<file path="src/rtl/ffpea_pkg.sv">
`default_nettype none
// ----------------------------------------------------------------------------
// ffpea_pkg: shared types and constants for the first-fit extent allocator
// Item formats, cell control and chain types, state and status codes.
// ----------------------------------------------------------------------------
package ffpea_pkg;

  localparam int FFPEA_FREE_EXTENTS = 64;
  localparam int ADDR_W             = 20;
  localparam int COUNT_W            = 21;
  localparam int STATUS_W           = 2;

  localparam logic KIND_ALLOC = 1'b0;
  localparam logic KIND_FREE  = 1'b1;

  localparam logic [STATUS_W-1:0] STAT_DONE   = 2'd0;
  localparam logic [STATUS_W-1:0] STAT_NO_FIT = 2'd1;
  localparam logic [STATUS_W-1:0] STAT_FULL   = 2'd2;

  typedef struct packed {
    logic               kind;
    logic [ADDR_W-1:0]  page_addr;
    logic [COUNT_W-1:0] page_count;
  } ffpea_in_t;

  typedef struct packed {
    logic [STATUS_W-1:0] status;
    logic [ADDR_W-1:0]   granted_page;
  } ffpea_out_t;

  typedef struct packed {
    logic [ADDR_W-1:0]  start;
    logic [COUNT_W-1:0] length;
  } ffpea_ext_t;

  typedef enum logic [1:0] {
    OP_HOLD,
    OP_FREE,
    OP_ALLOC
  } ffpea_op_t;

  typedef struct packed {
    logic               cmp_en;
    logic [COUNT_W-1:0] cmp_want;
    ffpea_op_t          op;
    logic [COUNT_W-1:0] want;
  } ffpea_ctrl_t;

  typedef struct packed {
    logic              hit;
    logic              rm;
    logic [ADDR_W-1:0] grant;
  } ffpea_link_t;

  typedef enum logic {
    S_IDLE,
    S_APPLY
  } ffpea_state_t;

endpackage
`default_nettype wire

</file>
<file path="src/rtl/ffpea_cell.sv">
`default_nettype none
// ----------------------------------------------------------------------------
// ffpea_cell: one slot of the free extent list
// Holds one extent, compares it against a request, trims it, or shifts in
// from a neighbor on push and exact-fit removal.
// ----------------------------------------------------------------------------
module ffpea_cell (
  input  logic                  clk,
  input  logic                  occ,
  input  ffpea_pkg::ffpea_ctrl_t ctrl,
  input  ffpea_pkg::ffpea_ext_t  prev_ext,
  input  ffpea_pkg::ffpea_ext_t  next_ext,
  input  ffpea_pkg::ffpea_link_t link_in,
  output ffpea_pkg::ffpea_link_t link_out,
  output ffpea_pkg::ffpea_ext_t  ext
);
  import ffpea_pkg::*;

  ffpea_ext_t ext_r;
  logic       fit_r;
  logic       exact_r;
  logic       first;

  assign first = fit_r & ~link_in.hit;
  assign ext   = ext_r;

  always_comb begin
    link_out.hit   = link_in.hit | fit_r;
    link_out.rm    = link_in.rm | (first & exact_r);
    link_out.grant = first ? ext_r.start : link_in.grant;
  end

  always_ff @(posedge clk) begin
    if (ctrl.cmp_en) begin
      fit_r   <= occ && (ext_r.length >= ctrl.cmp_want);
      exact_r <= (ext_r.length == ctrl.cmp_want);
    end
    case (ctrl.op)
      OP_FREE: begin
        ext_r <= prev_ext;
      end
      OP_ALLOC: begin
        if (link_out.rm) begin
          ext_r <= next_ext;
        end else if (first) begin
          ext_r.start  <= ext_r.start + ctrl.want[ADDR_W-1:0];
          ext_r.length <= ext_r.length - ctrl.want;
        end
      end
      default: begin
      end
    endcase
  end

endmodule
`default_nettype wire

</file>
<file path="config.mk">
export PLATFORM = sky130hd
export DESIGN_NAME = ffpea_cell
export DESIGN_NICKNAME = d
export VERILOG_FILES = /design/src/rtl/ffpea_pkg.sv /design/src/rtl/ffpea_cell.sv
export SDC_FILE = /design/constraint.sdc
export NUM_CORES = 1
export LEC_CHECK = 0
export ABC_AREA = 1
export BUFFER_PORTS_ARGS = -buffer_cell sky130_fd_sc_hd__buf_2
export CAP_MARGIN = 25
export CORE_MARGIN = 2
export CORE_UTILIZATION = 51
export CTS_CLUSTER_DIAMETER = 50
export DETAILED_ROUTE_END_ITERATION = 10
export MAX_ROUTING_LAYER = met4
export PLACE_DENSITY = 0.83
export SLEW_MARGIN = 20
export SYNTH_ARGS = -nofsm -noshare
export SYNTH_HDL_FRONTEND = slang
export SYNTH_SLANG_ARGS = --single-unit
</file>
<file path="constraint.sdc">
create_clock -name clk -period 5.8 [get_ports clk]
set_input_delay 0.87 -clock clk [delete_from_list [all_inputs] [get_ports clk]]
set_output_delay 0.87 -clock clk [all_outputs]
set_load 0.01 [all_outputs]
</file>
==> summary by stage <==
Routing
The average wire per cell in the routed design is 13.25 µm. After detailed routing, the wire length on met1 is 7.284 mm. After detailed routing, the number of remaining DRC violations is 0.

The count of nets left with antenna violations once routing finished came out at 0. The first TritonRoute pass finished after 5 iterations. After the first detailed-routing iteration, the DRC count stood at 435.

The via total after detailed routing is 6536. Summed over all nets, wire length on met3 after detailed routing comes to 1.176 mm. The top routing layer in use is met4.

The routed wire length is 17.08 mm. In the routed layout, each cell is associated on average with a via count of 5.071. The routed wire length on met2 is 8.368 mm.

Logic synthesis
The synthesized area per cell is 5.968 µm². The combined area of all synthesized cells is 5634 µm². Counting distinct cell types in the post-synthesis netlist gives 31.

The number of synthesized register bits is 43. The library cell with the largest summed area after synthesis is sky130_fd_sc_hd__nand2_1. The top-area cell type share of the netlist area is 23.85%.

For this run, the number of Yosys warnings is 0. In the synthesized netlist, the number of instances is 944. After synthesis, flip-flops and latches occupy 22.92% of the total area. The number of nets in the synthesized netlist is 1157. After synthesis, the cell types taking the most area are sky130_fd_sc_hd__nand2_1, sky130_fd_sc_hd__edfxtp_1, sky130_fd_sc_hd__ha_1.

Floorplanning
For this design the top-level I/O count stands at 214. The floorplan core area is 10790 µm². The die is 109.1 µm tall. The floorplan has 38 rows. The floorplan die area is 11900 µm².

In this run the horizontal extent of the chip is 109.1 µm. The initial core utilization is 52.20%.

Timing
The worst path uses 56.33% of the clock period. The final hold violation count is 0. Static timing analysis puts the maximum clock frequency at 0.3061 GHz.

The clock period could shrink to 3.267 ns. The final count of pins violating max slew came to 0. The worst pin sits at a relative slew slack of 41.13%. The transition time of the tightest slew-check pin is 0.8818 ns. The sum of negative setup slack is 0 ns.

For the final database, setup skew stands at 0.009909 ns. The final setup violation count is 0. Setup repair after global routing left no endpoint under its margin. Once routing completed, OpenROAD measured the worst setup slack at 2.533 ns.

CTS
The clock latency at the later pin of the worst-skew pair is 0.31 ns. The TritonCTS clock tree is built. For this design, the sink count on the clock tree is 43. The depth of the CTS H-tree is 2.

Hold repair after CTS inserted 0 buffers. The post-CTS resize count is 0. The buffers inserted during post-CTS setup optimization is 0.

The CTS buffer count is 5. No sink is reached through more buffers than the 2 on the longest clock path. The clock-pin slew on the worst setup and hold paths is 0.10 ns. The tree is rooted in a sky130_fd_sc_hd__clkbuf_8.

Run status
The run finished with clean final reports.

Setup path
STA classifies the critical path endpoint as an output pin. The kind of start point of the critical path is a primary input. Traced cell by cell, the critical path runs through buf_2 > nor2_2 > buf_8 > inv_2 > o21ai_2 > buf_4 > buf_2.

The maximum fanout encountered on the critical timing path is 31. For this design, the slowest cell found on the critical path is sky130_fd_sc_hd__buf_4. The classification of the worst setup path is in2out.

Counting stages on the worst path, the most repeated cell is sky130_fd_sc_hd__buf_2. In this design, the stage delay of the slowest critical-path cell is 0.32 ns. At the worst endpoint, the required time is 4.93 ns. The data arrival time of the critical path is 2.40 ns.

Place
Buffers placed on the I/O ports in this run total 213. The placed instances occupy a cell area of 6820 µm². The final HPWL from detailed placement is 13.82 mm. The routability congestion estimate from global placement is 0.9387. OpenSTA, run right after detailed placement, puts the worst setup slack at 1.818 ns.

Global routing
The number of antenna violations at the first check in global routing came to 0. The residual overflow from global routing is 0. The first global-routing pass estimated 26.94 mm of wire. The global router's overall resource usage is 29.63%.

The maximum number of pins on one net before global-route repair is 54. The number of global-route vias before repair is 6057.

Finish
In the layout the commonest cells are sky130_fd_sc_hd__nand2_1, sky130_fd_sc_hd__buf_2, sky130_fd_sc_hd__inv_1. The area of all placed cells without fillers is 6943 µm². From synthesis to final layout, the design area changed by 23.23%.

The final layout contains 1361 nets. The leading cell type in the layout, fill and taps excluded is sky130_fd_sc_hd__nand2_1. 0 antenna diodes ended up in the layout. Of the cells placed in the final design, the portion with a size suffix greater than 1 is 20.45%.

Min path
The type of the worst min-delay path is in2reg.

Pwr
The maximum VDD drop is 0.1272 mV. Dividing total power by cell area gives a power density of 175.8 nW/µm². The leakage power total is 4.076 nW.

Job
Max-cap violations in this run came to 0.
==> where the power goes <==
group / internal, mW / total (mW) / leakage, nW / switching, mW
clock: 0.127 / 0.248 / 0.0556 / 0.122
combinational: 0.223 / 0.571 / 3.61 / 0.348
sequential: 0.376 / 0.401 / 0.414 / 0.0246
==> final timing paths <==
path	startpoint	cells past startpoint	end	slack (ns)
worst max-delay path	link_in[21]	7	link_out[20]	2.53
worst min-delay path	ctrl[44]	1	exact_r	0.78
worst max register to register	fit_r	10	ext[27]	3.06
worst min register to register	ext[21]	3	ext[21]	0.83
==> synth_stat cells, drive strengths merged <==
cell type,number
o211ai,2
o21ai,43
or2,1
nor2,111
nor4,1
xnor2,5
fa,2
edfxtp,43
o21a,4
xor2,10
and2,2
a21o,1
nand3,55
nand2,358
a21oi,49
inv,148
nand4,9
nor3,10
ha,60
buf,9
clkbuf,11
o21bai,9
nand3b,1
==> per-layer routing <==
metal  global-route usage, %  vias up
met2                   53.15      223
met3                   2.809       28
li1                        -     3393
met1                   35.64     2892
met4                   7.326        0
met5                       -        -
==> state kept, by name, indices dropped and copies added (netlist names) <==
signal and flops:
exact_r 1, ext 41, fit_r 1
==> per-stage QoR <==
step / power (mW) / hold slack, ns / util (%) / std cells
after global routing: 1.310 / 0.7740 / 64.33 / 1289
after global placement: 0.9642 / 0.7795 / 63.19 / 1280
after detailed placement: 0.9731 / 0.8087 / 63.19 / 1280
after floorplan: 0.7889 / 0.8004 / - / 944
final: 1.220 / 0.7774 / 64.33 / 1289
after CTS: 1.216 / 0.7764 / 64.19 / 1288
==> final cells by class <==
class                   count  area [µm²]
clock buffers               5       68.82
clock inverters             3       38.79
fillers                  1067        3850
inverters                 148       555.5
multi-input cells         733        3710
flip-flops and latches     43        1291
well taps                 140       175.2
repair buffers            217        1104
==> worst max-delay path, delay by kind of cell <==
kind                   cells  cell delay [ns]
AOI/OAI and AO/OA          1             0.17
buffers and inverters      5             1.05
and+or+nand+nor            1             0.28
==> kinds of logic (layout without fill, tap and decap cells) <==
logic type | count (synthesis) | after routing | share of synthesized area (%)
flip-flops | 43 | 43 | 22.92
XOR/XNOR | 15 | 15 | 2.332
buffers and inverters | 168 | 373 | 11.48
AND/OR/NAND/NOR | 548 | 548 | 38.73
adder cells (fa/ha/maj) | 62 | 62 | 14.04
AO/OA/AOI/OAI | 108 | 108 | 10.50
Note: power is estimated with default switching activity, not from simulation.
